### src/hw/rtl/rts_pkg.sv
// Shared types and constants for the RTOS task scheduler.
package rts_pkg;

    localparam int TASK_SLOTS = 8;
    localparam int SEM_SLOTS  = 8;

    localparam int TASK_IDX_W  = $clog2(TASK_SLOTS);
    localparam int TASK_CODE_W = $clog2(TASK_SLOTS + 1);
    localparam int SEM_IDX_W   = $clog2(SEM_SLOTS);
    localparam int SEM_CODE_W  = $clog2(SEM_SLOTS + 1);
    localparam int HANDLE_W    = 3;
    localparam int SEM_ID_W    = 3;
    localparam int WORD_W      = 32;

    localparam logic [TASK_CODE_W-1:0] IDLE_CODE = TASK_CODE_W'(TASK_SLOTS);
    localparam logic [WORD_W-1:0]      COUNT_MAX = {1'b0, {(WORD_W-1){1'b1}}};

    typedef logic [TASK_IDX_W-1:0]  task_idx_t;
    typedef logic [TASK_CODE_W-1:0] task_code_t;

    typedef enum logic [2:0] {
        OP_TASK_CREATE = 3'd0,
        OP_SEM_CREATE  = 3'd1,
        OP_WAIT        = 3'd2,
        OP_TRY_WAIT    = 3'd3,
        OP_SIGNAL      = 3'd4,
        OP_DELAY       = 3'd5,
        OP_TICK        = 3'd6,
        OP_SCHEDULE    = 3'd7
    } op_t;

    typedef enum logic [1:0] {
        ST_READY = 2'd0,
        ST_DELAY = 2'd1,
        ST_SEM   = 2'd2
    } task_status_t;

    typedef struct packed {
        logic [WORD_W-1:0] count;
        task_idx_t         waiter;
        logic              has_waiter;
    } sem_entry_t;

    typedef struct packed {
        logic      push;
        task_idx_t push_id;
        logic      pop_rd;
        logic      pop;
    } queue_ctl_t;

endpackage

### src/hw/rtl/rtos_task_scheduler_unit.sv
// Top level of the RTOS task scheduler.
//
// One command request enters on the input channel (opcode, sem_id,
// initial_count, delay_ticks) when in_valid is high and in_stall low.
// Exactly one result request leaves on the output channel (ok, handle,
// switch_request, current_task, tick_now) under out_valid / out_stall.
// Commands are processed one at a time: in_stall is low only while the
// sequencer is idle. States from accept to result ready:
//   create, wait, try wait, signal, delay: read, exec, done
//   schedule: read, exec, pop read, pop, done
//   tick: read, then tick read and tick write for each created task, then done
// Reads of the task, semaphore and queue memories are registered, and
// the tick walk visits each created task in the task memory in turn.
// A result sits in an output register; the next command is accepted while
// it waits. If the receiver stalls, the finished command after that holds
// until the output register frees.
// Reset clears the counters, queue pointers and the running task (idle);
// memory entries are written by the create commands before any use.
module rtos_task_scheduler_unit
    import rts_pkg::*;
(
    input  logic                   clk,
    input  logic                   rst_n,
    input  logic                   in_valid,
    output logic                   in_stall,
    input  logic [2:0]             opcode,
    input  logic [SEM_ID_W-1:0]    sem_id,
    input  logic signed [WORD_W-1:0] initial_count,
    input  logic [WORD_W-1:0]      delay_ticks,
    output logic                   out_valid,
    input  logic                   out_stall,
    output logic                   ok,
    output logic [HANDLE_W-1:0]    handle,
    output logic                   switch_request,
    output logic [TASK_CODE_W-1:0] current_task,
    output logic [WORD_W-1:0]      tick_now
);

    typedef enum logic [7:0] {
        S_IDLE    = 8'b0000_0001,
        S_READ    = 8'b0000_0010,
        S_EXEC    = 8'b0000_0100,
        S_POP_RD  = 8'b0000_1000,
        S_POP     = 8'b0001_0000,
        S_TICK_RD = 8'b0010_0000,
        S_TICK_WR = 8'b0100_0000,
        S_DONE    = 8'b1000_0000
    } state_t;

    state_t                 state_reg, state_next;
    op_t                    op_reg, op_next;
    logic [SEM_ID_W-1:0]    sid_reg, sid_next;
    logic [WORD_W-1:0]      init_reg, init_next;
    logic [WORD_W-1:0]      dly_reg, dly_next;
    logic                   ok_reg, ok_next;
    logic [HANDLE_W-1:0]    handle_reg, handle_next;
    logic                   sw_reg, sw_next;
    logic [TASK_CODE_W-1:0] tasks_made_reg, tasks_made_next;
    logic [SEM_CODE_W-1:0]  sems_made_reg, sems_made_next;
    logic [WORD_W-1:0]      tick_reg, tick_next;
    task_code_t             running_reg, running_next;
    logic [TASK_CODE_W-1:0] idx_reg, idx_next;

    logic                   out_valid_reg;
    logic                   out_ok_reg;
    logic [HANDLE_W-1:0]    out_handle_reg;
    logic                   out_sw_reg;
    task_code_t             out_cur_reg;
    logic [WORD_W-1:0]      out_tick_reg;

    task_status_t           status_mem [TASK_SLOTS];
    logic [WORD_W-1:0]      wake_mem   [TASK_SLOTS];
    sem_entry_t             sem_mem    [SEM_SLOTS];

    task_idx_t              task_raddr;
    task_status_t           task_rd_status;
    logic [WORD_W-1:0]      task_rd_wake;
    task_idx_t              task_waddr;
    logic                   status_we;
    task_status_t           status_wdata;
    logic                   wake_we;
    logic [WORD_W-1:0]      wake_wdata;

    logic [SEM_IDX_W-1:0]   sem_raddr;
    sem_entry_t             sem_rd;
    logic [SEM_IDX_W-1:0]   sem_waddr;
    logic                   sem_we;
    sem_entry_t             sem_wdata;

    queue_ctl_t             qctl;
    task_idx_t              q_rd;
    logic                   q_empty;

    logic                   in_fire;
    logic                   out_fire;
    logic                   out_load;
    logic                   cur_valid;
    logic                   sem_ok;
    logic                   sem_pos;
    logic [WORD_W-1:0]      tick_diff;
    task_idx_t              run_idx;

    rts_ready_queue u_queue (
        .clk     (clk),
        .rst_n   (rst_n),
        .ctl     (qctl),
        .rd_data (q_rd),
        .empty   (q_empty)
    );

    assign in_stall  = (state_reg != S_IDLE);
    assign in_fire   = in_valid && !in_stall;
    assign out_fire  = out_valid_reg && !out_stall;
    assign out_load  = (state_reg == S_DONE) && (!out_valid_reg || !out_stall);

    assign cur_valid = (running_reg != IDLE_CODE);
    assign run_idx   = running_reg[TASK_IDX_W-1:0];
    assign sem_ok    = (SEM_CODE_W'(sid_reg) < sems_made_reg)
                       && (SEM_CODE_W'(sid_reg) < SEM_CODE_W'(SEM_SLOTS));
    assign sem_pos   = (sem_rd.count != '0) && !sem_rd.count[WORD_W-1];
    assign tick_diff = tick_reg - task_rd_wake;

    assign task_raddr = (state_reg == S_TICK_RD) ? idx_reg[TASK_IDX_W-1:0] : run_idx;
    assign sem_raddr  = sid_reg[SEM_IDX_W-1:0];

    always_comb
    begin
        state_next      = state_reg;
        op_next         = op_reg;
        sid_next        = sid_reg;
        init_next       = init_reg;
        dly_next        = dly_reg;
        ok_next         = ok_reg;
        handle_next     = handle_reg;
        sw_next         = sw_reg;
        tasks_made_next = tasks_made_reg;
        sems_made_next  = sems_made_reg;
        tick_next       = tick_reg;
        running_next    = running_reg;
        idx_next        = idx_reg;

        task_waddr   = run_idx;
        status_we    = 1'b0;
        status_wdata = ST_READY;
        wake_we      = 1'b0;
        wake_wdata   = '0;
        sem_waddr    = sid_reg[SEM_IDX_W-1:0];
        sem_we       = 1'b0;
        sem_wdata    = sem_rd;
        qctl         = '0;
        qctl.push_id = run_idx;

        case (state_reg)
            S_IDLE:
            begin
                if (in_fire)
                begin
                    op_next     = op_t'(opcode);
                    sid_next    = sem_id;
                    init_next   = initial_count;
                    dly_next    = delay_ticks;
                    ok_next     = 1'b0;
                    handle_next = '0;
                    sw_next     = 1'b0;
                    state_next  = S_READ;
                end
            end
            S_READ:
            begin
                if (op_reg == OP_TICK)
                begin
                    tick_next = tick_reg + 1'b1;
                    ok_next   = 1'b1;
                    sw_next   = 1'b1;
                    idx_next  = '0;
                    state_next = (tasks_made_reg == '0) ? S_DONE : S_TICK_RD;
                end
                else
                begin
                    state_next = S_EXEC;
                end
            end
            S_EXEC:
            begin
                state_next = S_DONE;
                case (op_reg)
                    OP_TASK_CREATE:
                    begin
                        if (tasks_made_reg < TASK_CODE_W'(TASK_SLOTS))
                        begin
                            task_waddr      = tasks_made_reg[TASK_IDX_W-1:0];
                            status_we       = 1'b1;
                            status_wdata    = ST_READY;
                            wake_we         = 1'b1;
                            wake_wdata      = '0;
                            qctl.push       = 1'b1;
                            qctl.push_id    = tasks_made_reg[TASK_IDX_W-1:0];
                            tasks_made_next = tasks_made_reg + 1'b1;
                            ok_next         = 1'b1;
                            handle_next     = HANDLE_W'(tasks_made_reg);
                        end
                    end
                    OP_SEM_CREATE:
                    begin
                        if (sems_made_reg < SEM_CODE_W'(SEM_SLOTS))
                        begin
                            sem_waddr            = sems_made_reg[SEM_IDX_W-1:0];
                            sem_we               = 1'b1;
                            sem_wdata.count      = init_reg;
                            sem_wdata.waiter     = '0;
                            sem_wdata.has_waiter = 1'b0;
                            sems_made_next       = sems_made_reg + 1'b1;
                            ok_next              = 1'b1;
                            handle_next          = HANDLE_W'(sems_made_reg);
                        end
                    end
                    OP_WAIT:
                    begin
                        if (cur_valid && sem_ok)
                        begin
                            ok_next = 1'b1;
                            sem_we  = 1'b1;
                            if (sem_pos)
                            begin
                                sem_wdata.count = sem_rd.count - 1'b1;
                            end
                            else
                            begin
                                status_we            = 1'b1;
                                status_wdata         = ST_SEM;
                                sem_wdata.waiter     = run_idx;
                                sem_wdata.has_waiter = 1'b1;
                                sw_next              = 1'b1;
                            end
                        end
                    end
                    OP_TRY_WAIT:
                    begin
                        if (sem_ok && sem_pos)
                        begin
                            sem_we          = 1'b1;
                            sem_wdata.count = sem_rd.count - 1'b1;
                            ok_next         = 1'b1;
                        end
                    end
                    OP_SIGNAL:
                    begin
                        if (sem_ok)
                        begin
                            ok_next = 1'b1;
                            if (sem_rd.has_waiter)
                            begin
                                sem_we               = 1'b1;
                                sem_wdata.has_waiter = 1'b0;
                                task_waddr           = sem_rd.waiter;
                                status_we            = 1'b1;
                                status_wdata         = ST_READY;
                                qctl.push            = 1'b1;
                                qctl.push_id         = sem_rd.waiter;
                                sw_next              = 1'b1;
                            end
                            else if (sem_rd.count != COUNT_MAX)
                            begin
                                sem_we          = 1'b1;
                                sem_wdata.count = sem_rd.count + 1'b1;
                            end
                        end
                    end
                    OP_DELAY:
                    begin
                        if (dly_reg == '0)
                        begin
                            ok_next = 1'b1;
                        end
                        else if (cur_valid)
                        begin
                            status_we    = 1'b1;
                            status_wdata = ST_DELAY;
                            wake_we      = 1'b1;
                            wake_wdata   = tick_reg + dly_reg;
                            ok_next      = 1'b1;
                            sw_next      = 1'b1;
                        end
                    end
                    OP_SCHEDULE:
                    begin
                        ok_next    = 1'b1;
                        qctl.push  = cur_valid && (task_rd_status == ST_READY);
                        state_next = S_POP_RD;
                    end
                    default:
                    begin
                        state_next = S_DONE;
                    end
                endcase
            end
            S_POP_RD:
            begin
                qctl.pop_rd = 1'b1;
                state_next  = S_POP;
            end
            S_POP:
            begin
                qctl.pop     = 1'b1;
                running_next = q_empty ? IDLE_CODE : TASK_CODE_W'(q_rd);
                state_next   = S_DONE;
            end
            S_TICK_RD:
            begin
                state_next = S_TICK_WR;
            end
            S_TICK_WR:
            begin
                task_waddr = idx_reg[TASK_IDX_W-1:0];
                if (task_rd_status == ST_DELAY && !tick_diff[WORD_W-1])
                begin
                    status_we    = 1'b1;
                    status_wdata = ST_READY;
                    qctl.push    = 1'b1;
                    qctl.push_id = idx_reg[TASK_IDX_W-1:0];
                end
                idx_next   = idx_reg + 1'b1;
                state_next = (idx_reg + 1'b1 == tasks_made_reg) ? S_DONE : S_TICK_RD;
            end
            S_DONE:
            begin
                if (out_load)
                begin
                    state_next = S_IDLE;
                end
            end
            default:
            begin
                state_next = S_IDLE;
            end
        endcase
    end

    always_ff @(posedge clk or negedge rst_n)
    begin
        if (!rst_n)
        begin
            state_reg      <= S_IDLE;
            tasks_made_reg <= '0;
            sems_made_reg  <= '0;
            tick_reg       <= '0;
            running_reg    <= IDLE_CODE;
            out_valid_reg  <= 1'b0;
        end
        else
        begin
            state_reg      <= state_next;
            tasks_made_reg <= tasks_made_next;
            sems_made_reg  <= sems_made_next;
            tick_reg       <= tick_next;
            running_reg    <= running_next;
            if (out_load)
            begin
                out_valid_reg <= 1'b1;
            end
            else if (out_fire)
            begin
                out_valid_reg <= 1'b0;
            end
        end
    end

    always_ff @(posedge clk)
    begin
        op_reg     <= op_next;
        sid_reg    <= sid_next;
        init_reg   <= init_next;
        dly_reg    <= dly_next;
        ok_reg     <= ok_next;
        handle_reg <= handle_next;
        sw_reg     <= sw_next;
        idx_reg    <= idx_next;
        if (out_load)
        begin
            out_ok_reg     <= ok_reg;
            out_handle_reg <= handle_reg;
            out_sw_reg     <= sw_reg;
            out_cur_reg    <= running_reg;
            out_tick_reg   <= tick_reg;
        end
    end

    // task and semaphore memories
    always_ff @(posedge clk)
    begin
        if (status_we)
        begin
            status_mem[task_waddr] <= status_wdata;
        end
        if (wake_we)
        begin
            wake_mem[task_waddr] <= wake_wdata;
        end
        task_rd_status <= status_mem[task_raddr];
        task_rd_wake   <= wake_mem[task_raddr];
        if (sem_we)
        begin
            sem_mem[sem_waddr] <= sem_wdata;
        end
        sem_rd <= sem_mem[sem_raddr];
    end

    assign out_valid      = out_valid_reg;
    assign ok             = out_ok_reg;
    assign handle         = out_handle_reg;
    assign switch_request = out_sw_reg;
    assign current_task   = out_cur_reg;
    assign tick_now       = out_tick_reg;

    a_accept_reads: assert property (@(posedge clk) disable iff (!rst_n)
        in_fire |=> state_reg == S_READ)
        else $error("accepted request did not start");

    a_load_from_done: assert property (@(posedge clk) disable iff (!rst_n)
        $rose(out_valid_reg) |-> $past(state_reg) == S_DONE)
        else $error("result loaded outside done state");

    a_running_range: assert property (@(posedge clk) disable iff (!rst_n)
        running_reg <= IDLE_CODE)
        else $error("running task out of range");

    a_running_only_pop: assert property (@(posedge clk) disable iff (!rst_n)
        (running_reg != $past(running_reg)) |-> $past(state_reg) == S_POP)
        else $error("running task changed outside schedule");

endmodule

### src/hw/rtl/rts_ready_queue.sv
// Ready queue: ring of task indices in a synchronous memory.
module rts_ready_queue
    import rts_pkg::*;
(
    input  logic       clk,
    input  logic       rst_n,
    input  queue_ctl_t ctl,
    output task_idx_t  rd_data,
    output logic       empty
);

    localparam logic [TASK_CODE_W-1:0] SLOTS = TASK_CODE_W'(TASK_SLOTS);

    task_idx_t              mem [TASK_SLOTS];
    task_idx_t              head_reg, head_next;
    logic [TASK_CODE_W-1:0] fill_reg, fill_next;
    logic [TASK_CODE_W:0]   tail_sum;
    task_idx_t              tail;

    assign empty = (fill_reg == '0);

    always_comb
    begin
        tail_sum = {1'b0, {(TASK_CODE_W-TASK_IDX_W){1'b0}}, head_reg} + {1'b0, fill_reg};
        if (tail_sum >= {1'b0, SLOTS})
        begin
            tail_sum = tail_sum - {1'b0, SLOTS};
        end
        tail = tail_sum[TASK_IDX_W-1:0];
    end

    always_comb
    begin
        head_next = head_reg;
        fill_next = fill_reg;
        if (ctl.push && fill_reg < SLOTS)
        begin
            fill_next = fill_reg + 1'b1;
        end
        else if (ctl.pop && !empty)
        begin
            fill_next = fill_reg - 1'b1;
            if (head_reg == TASK_IDX_W'(TASK_SLOTS - 1))
            begin
                head_next = '0;
            end
            else
            begin
                head_next = head_reg + 1'b1;
            end
        end
    end

    always_ff @(posedge clk or negedge rst_n)
    begin
        if (!rst_n)
        begin
            head_reg <= '0;
            fill_reg <= '0;
        end
        else
        begin
            head_reg <= head_next;
            fill_reg <= fill_next;
        end
    end

    always_ff @(posedge clk)
    begin
        if (ctl.push && fill_reg < SLOTS)
        begin
            mem[tail] <= ctl.push_id;
        end
        if (ctl.pop_rd)
        begin
            rd_data <= mem[head_reg];
        end
    end

    a_fill_bound: assert property (@(posedge clk) disable iff (!rst_n)
        fill_reg <= SLOTS)
        else $error("ready queue overfilled");

    a_no_push_pop: assert property (@(posedge clk) disable iff (!rst_n)
        !(ctl.push && ctl.pop))
        else $error("push and pop in one cycle");

    a_pop_shrinks: assert property (@(posedge clk) disable iff (!rst_n)
        (ctl.pop && !empty) |=> fill_reg == $past(fill_reg) - 1'b1)
        else $error("pop did not shrink queue");

endmodule

### config.mk
export PLATFORM = sky130hd
export DESIGN_NAME = rtos_task_scheduler_unit
export DESIGN_NICKNAME = d
export VERILOG_FILES = /design/src/hw/rtl/rts_pkg.sv /design/src/hw/rtl/rtos_task_scheduler_unit.sv /design/src/hw/rtl/rts_ready_queue.sv
export SDC_FILE = /design/constraint.sdc
export NUM_CORES = 1
export LEC_CHECK = 0
export ABC_CLOCK_PERIOD_IN_PS = 5800
export BUFFER_PORTS_ARGS = -buffer_cell sky130_fd_sc_hd__buf_2
export CAP_MARGIN = 20
export CORE_MARGIN = 2
export CORE_UTILIZATION = 26
export DETAILED_ROUTE_END_ITERATION = 16
export PLACE_DENSITY = 0.37
export RECOVER_POWER = 25
export SLEW_MARGIN = 0
export SYNTH_ARGS = -nofsm -noshare
export SYNTH_HDL_FRONTEND = slang
export SYNTH_HIERARCHICAL = 1
export SYNTH_SLANG_ARGS = --single-unit
### constraint.sdc
create_clock -name clk -period 5.8 [get_ports clk]
set_clock_uncertainty 0.05 [all_clocks]
set_input_delay 0 -clock clk [delete_from_list [all_inputs] [get_ports clk]]
set_output_delay 0 -clock clk [all_outputs]
set_load 0.02 [all_outputs]
==> impl_metrics.tcl, run 1 <==
set metrics [dict create \
    io_pins 117 \
    nets 2829 \
    ys_ff_latch 837 \
    die_height_um 375.4 \
    numCtsBuffers 96 \
    final_cell_area_mm2 0.04357 \
    clk_pin_slew_ns 0.06 \
    top_regs "sem_mem x288, wake_mem x256, sem_rd x36" \
    drt-met1-wl_um 48250 \
    powerDensity_mw_per_mm2 357.4 \
    drc 0 \
    synth.net_count 2497 \
    netlist_instances 2344 \
    synthesis.area_mm2 0.03587 \
    n_antenna_cell 0 \
    grt_pass1_vias 22850 \
    vdd_ir_drop_max_mv 0.2355 \
    timing.final.crit_share 0.8875 \
    dpl_cell_area_mm2 0.03904 \
    dr.max_layer_used "met4" \
    maxSlewHeadroom -1.759 \
    clock-root-buffer "clkbuf_16" \
    portBuffers 116 \
    synth_edf_count 707 \
    finalPower_mw 15.57 \
    startpoint_type "flop" \
    syn2layout_area_growth_pct 21.45 \
    ys.flop_type "edfxtp_1" \
    rows 136 \
    fmax_mhz 194.3 \
    violations "capacitance limit, slew limit" \
    p_leak_nw 14.92 \
    crit_required_ns 6.10 \
    rr_worst_depth 8 \
    ant_nets 0 \
    yosys_warnings 6 \
    synth.distinct_cells 95 \
    dieArea_mm2 0.1410 \
    setup_viol_count_final 0 \
    start_util 0.2615 \
    slew_viol_final 213 \
    clk_latency_ns 0.71 \
    dp_hpwl_um 72130 \
    final_common_cell "edfxtp_1" \
    routed_wl_um 108000 \
    crit_path_end_kind "flop" \
    gp_congestion 0.8307 \
    final_cell_mix "edfxtp_1 (707), nand2_1 (217), dlygate4sd3_1 (143), mux4_2 (140), nor2_1 (134)" \
    status "finished, violations left" \
    drive_above_1_share 0.1868 \
    drtPass1Iterations 8 \
    async_reset_ff_frac 0.07168 \
    drtIter0Drc 1706 \
    antenna_found_initial 0 \
    grt_pass1_wl_um 158300 \
    seq_area_frac_synth 0.6728 \
    fin_crit_ns 5.147 \
    largest_register "sem_mem" \
    rsz0062_at_grt "no" \
    max_cap_viol_count 5 \
    cts_tree "done" \
    clock_sinks 837 \
    avgSynthCellArea_um2 15.30 \
    min_path_cells 4 \
    coreArea_mm2 0.1372 \
    die_w_um 375.4 \
    viasPerCell 4.796 \
    largest_reg_flops 288 \
    worst-slew-pin-transition_ns 4.139 \
    critPathKind "reg -> reg" \
    vias 21830 \
    hold_class "in -> reg" \
    tns_ns 0 \
    clk_path_buf_depth 3 \
    htree_num_levels 3 \
    wl_met3_um 4076 \
    routed-wl-met2_um 52230 \
    crit_arrival_ns 5.45 \
    grtUsageTotal 0.1530 \
    grt_max_degree 61 \
    hold_violations 0 \
    worstPathMaxFanout 22 \
    gr-total-overflow 0 \
    post_drt_wl_per_cell_um 23.74 \
]
==> kinds of logic after synthesis <==
logic type / share of synthesized area
compound gates: 0.06575
xor+xnor: 0.01863
fa+ha+maj: 0.02818
buf+inv: 0.01793
flops: 0.6728
mux: 0.1093
simple gates: 0.08741
==> routing by layer <==
| layer | track usage | vias to the layer above |
|---|---|---|
| met2 | 0.2542 | 579 |
| met5 | 0 | - |
| met1 | 0.2034 | 11280 |
| li1 | - | 9823 |
| met3 | 0.02397 | 146 |
| met4 | 0.05115 | 0 |
==> power by group <==
part	total (mW)	switching (mW)	leakage, nW	internal [mW]
logic	2.09	1.32	5.63	0.773
clock network	6.05	2.54	1.54	3.51
registers	7.43	0.413	7.75	7.01
total	15.6	4.27	14.9	11.3
==> cell type report <==
type	instances	area, µm²
fillers	13470	93590
flip-flops and latches	837	24140
multi-input cells	1346	11250
clock buffers	128	2623
repair buffers	330	2527
well taps	1794	2245
clock inverters	51	539.3
inverters	65	244.0
==> synthesized netlist by cell type (all sizes together) (12+ instances only) <==
cell type,number,area (µm²)
o22ai,13,81.33
xnor2,45,394.1
and3,27,168.9
buf,30,150.1
xor2,26,227.7
a221oi,12,117.6
nor4,21,186.4
a211oi,19,147.6
mux4,146,3311
nand2b,16,100.1
a21o,19,142.6
clkbuf,66,249.0
nand3,51,255.2
or3,18,112.6
nand4,20,125.1
nand2,217,814.5
o21ai,77,385.4
dfxtp,70,1401
nor2b,15,93.84
a31oi,18,112.6
o31ai,14,110.1
and2,16,100.1
dfrtp,58,1451
nor2,152,580.6
inv,65,244.0
ha,76,950.9
nor3,48,245.2
edfxtp,707,21230
a21oi,73,365.4
mux2,47,529.3
==> per-stage QoR <==
| step | worst slack, ns | hold slack (ns) | instances | util |
|---|---|---|---|---|
| after floorplan | 1.030 | -0.3456 | 2344 | - |
| after global placement | 1.242 | 0.1261 | 4221 | 0.2846 |
| after detailed placement | 1.115 | 0.1281 | 4222 | 0.2846 |
| after CTS | 1.109 | 0.01595 | 4544 | 0.3181 |
| after global routing | 0.4177 | 0.04081 | 4551 | 0.3176 |
| final | 0.6526 | 0.05934 | 4551 | 0.3176 |
==> path summary, 6_finish.rpt <==
check / slack [ns] / endpoint / startpoint
max: 0.65 / sem_mem[2][30] / state_reg[3]
min: 0.06 / state_reg[1] / in_valid
max reg2reg: 0.65 / sem_mem[2][30] / state_reg[3]
min reg2reg: 0.37 / handle[0] / handle_reg[0]
max in group asynchronous: 2.00 / sems_made_reg[0] / rst_n
min in group asynchronous: 1.36 / tick_reg[27] / rst_n
==> what timing repair did <==
item,4_1_cts,5_1_grt
gates resized for setup,0,0
endpoints found under the hold margin,136,0
endpoints found under the setup margin,0,0
setup buffers,0,0
hold buffers,143,0
==> worst max-delay path: stages (launching register included) <==
cell     delay [ns]
dfrtp_1        0.41
nor4_1         0.66
nand2_1        0.21
nor2_1         0.96
nand2_1        0.53
mux2_2         0.43
or3b_2         0.58
nor2_4         0.62
buf_12         0.29
No activity file was read; power rests on OpenSTA's default activity.
==> inputs of run 2 (changes only) <==
--- a/config.mk
+++ b/config.mk
@@ -10,6 +10,7 @@
 export CAP_MARGIN = 20
 export CORE_MARGIN = 2
 export CORE_UTILIZATION = 26
+export CTS_BUF_LIST = sky130_fd_sc_hd__clkbuf_4 sky130_fd_sc_hd__clkbuf_8
 export DETAILED_ROUTE_END_ITERATION = 16
 export PLACE_DENSITY = 0.37
 export RECOVER_POWER = 25
==> impl_metrics.tcl, run 2 (synthesis results as in run 1) <==
set metrics [dict create \
    min_from "in_valid" \
    finalPower_mw 14.94 \
    status "finished, violations left" \
    vias 22170 \
    setup_viol_count_final 0 \
    seqPwrFrac 0.497 \
    io_pins 117 \
    cts_tree "done" \
    grt_pass1_wl_um 160000 \
    die_height_um 375.4 \
    worst-slew-pin-transition_ns 4.198 \
    drtIter0Drc 1838 \
    p_leak_nw 14.94 \
    gp_congestion 0.8307 \
    die_w_um 375.4 \
    clk_pin_slew_ns 0.06 \
    powerDensity_mw_per_mm2 344.6 \
    viasPerCell 4.770 \
    clock-root-buffer "clkbuf_8" \
    crit_required_ns 6.25 \
    swShare 0.2809 \
    fin_util 0.3161 \
    nets 2884 \
    clk_latency_ns 0.83 \
    gr-total-overflow 0 \
    fin_crit_ns 5.109 \
    clk_path_buf_depth 3 \
    syn2layout_area_growth_pct 20.88 \
    crit_path_end_kind "flop" \
    drc 0 \
    critPathLaunch "state_reg[3]" \
    routed_wl_um 109100 \
    clkPwrFrac 0.363 \
    hold_violations 0 \
    startpoint_type "flop" \
    internal_power_mw 10.74 \
    drtPass1Iterations 5 \
    pre_cts_ws_ns 1.115 \
    power_switching_mw 4.198 \
    dp_hpwl_um 72130 \
    final_cell_mix "edfxtp_1 (707), nand2_1 (217), clkbuf_8 (157), dlygate4sd3_1 (146), mux4_2 (140)" \
    grt_max_degree 61 \
    max_cap_viol_count 5 \
    post_cts_buffers 0 \
    numCtsBuffers 148 \
    rows 136 \
    whs_ns 0.2717 \
    crit_arrival_ns 5.56 \
    violations "capacitance limit, slew limit" \
    portBuffers 116 \
    timing.final.crit_share 0.8809 \
    largest_reg_flops 288 \
    fillers 13580 \
    maxSlewHeadroom -1.799 \
    slew_viol_final 213 \
    clock_sinks 837 \
    combPwrFrac 0.140 \
    top_regs "sem_mem x288, wake_mem x256, sem_rd x36" \
    worstPathMaxFanout 22 \
    hold_class "in -> reg" \
    critPathKind "reg -> reg" \
    htree_num_levels 4 \
    post_drt_wl_per_cell_um 23.47 \
    reg2reg_from "state_reg[3]" \
    dieArea_mm2 0.1410 \
    start_util 0.2615 \
    largest_register "sem_mem" \
    grt_pass1_vias 23470 \
    ant_nets 0 \
    setup_ws_ns 0.6906 \
    vdd_ir_drop_max_mv 0.1822 \
    drive_above_1_share 0.2151 \
    coreArea_mm2 0.1372 \
    grtUsageTotal 0.1552 \
    fmax_mhz 195.7 \
    final_common_cell "edfxtp_1" \
    antenna_found_initial 3 \
    rsz0062_at_grt "no" \
    tns_ns 0 \
]
[run 2: power groups by stage]
stage	Combinational (mW)	Clock (mW)	Sequential (mW)
2_1_floorplan	1.39	0	7.28
3_3_place_gp	2.04	0	7.54
3_5_place_dp	2.05	0	7.53
4_1_cts	2.14	5.65	7.42
5_1_grt	2.31	5.89	7.46
6_report	2.09	5.42	7.43
[run 2: worst max-delay path: stages, from the launching register on]
cell	delay, ns
dfrtp_1	0.41
nor4_1	0.66
nand2_1	0.21
nor2_1	0.94
nand2_1	0.54
mux2_2	0.43
or3b_2	0.58
nor2_4	0.63
buf_12	0.29
[run 2: final cells by class]
cell class              count  area, µm²  area share
flip-flops and latches    837      24140      0.5566
multi-input cells        1346      11250      0.2595
clock buffers             220       2634     0.06074
repair buffers            333       2555     0.05892
well taps                1794       2245     0.05177
clock inverters            49      285.3    0.006579
inverters                  65      244.0    0.005627
diodes                      4      10.01   0.0002308
[run 2: final timing paths]
path | endpoint | slack, ns | depth (start not counted)
min reg2reg | ok | 0.37 | 0
max reg2reg | sem_mem[2][31] | 0.69 | 8
min | sw_reg | 0.27 | 4
max in group asynchronous | sems_made_reg[2] | 1.54 | 4
max | sem_mem[2][31] | 0.69 | 8
min in group asynchronous | tick_reg[27] | 1.78 | 4
[run 2: layer usage]
metal | track usage | share of wire | vias to the layer above
li1 | - | - | 9984
met1 | 0.2018 | 0.44 | 11330
met2 | 0.2564 | 0.48 | 663
met3 | 0.02873 | 0.046 | 192
met4 | 0.05994 | 0.034 | 2
met5 | 0 | 0.00012 | -
[run 2: what timing repair did]
action                                  in CTS  in global routing
hold buffers                               146                  0
endpoints found under the hold margin      247                  0
gates resized for setup                      0                  0
endpoints found under the setup margin       0                  0
[run 2: per-stage QoR]
step	instances	instance area, µm²
6_report	4648	43360
5_1_grt	4646	43360
4_1_cts	4637	43420
3_5_place_dp	4222	39040
3_3_place_gp	4221	39030
2_1_floorplan	2344	35870
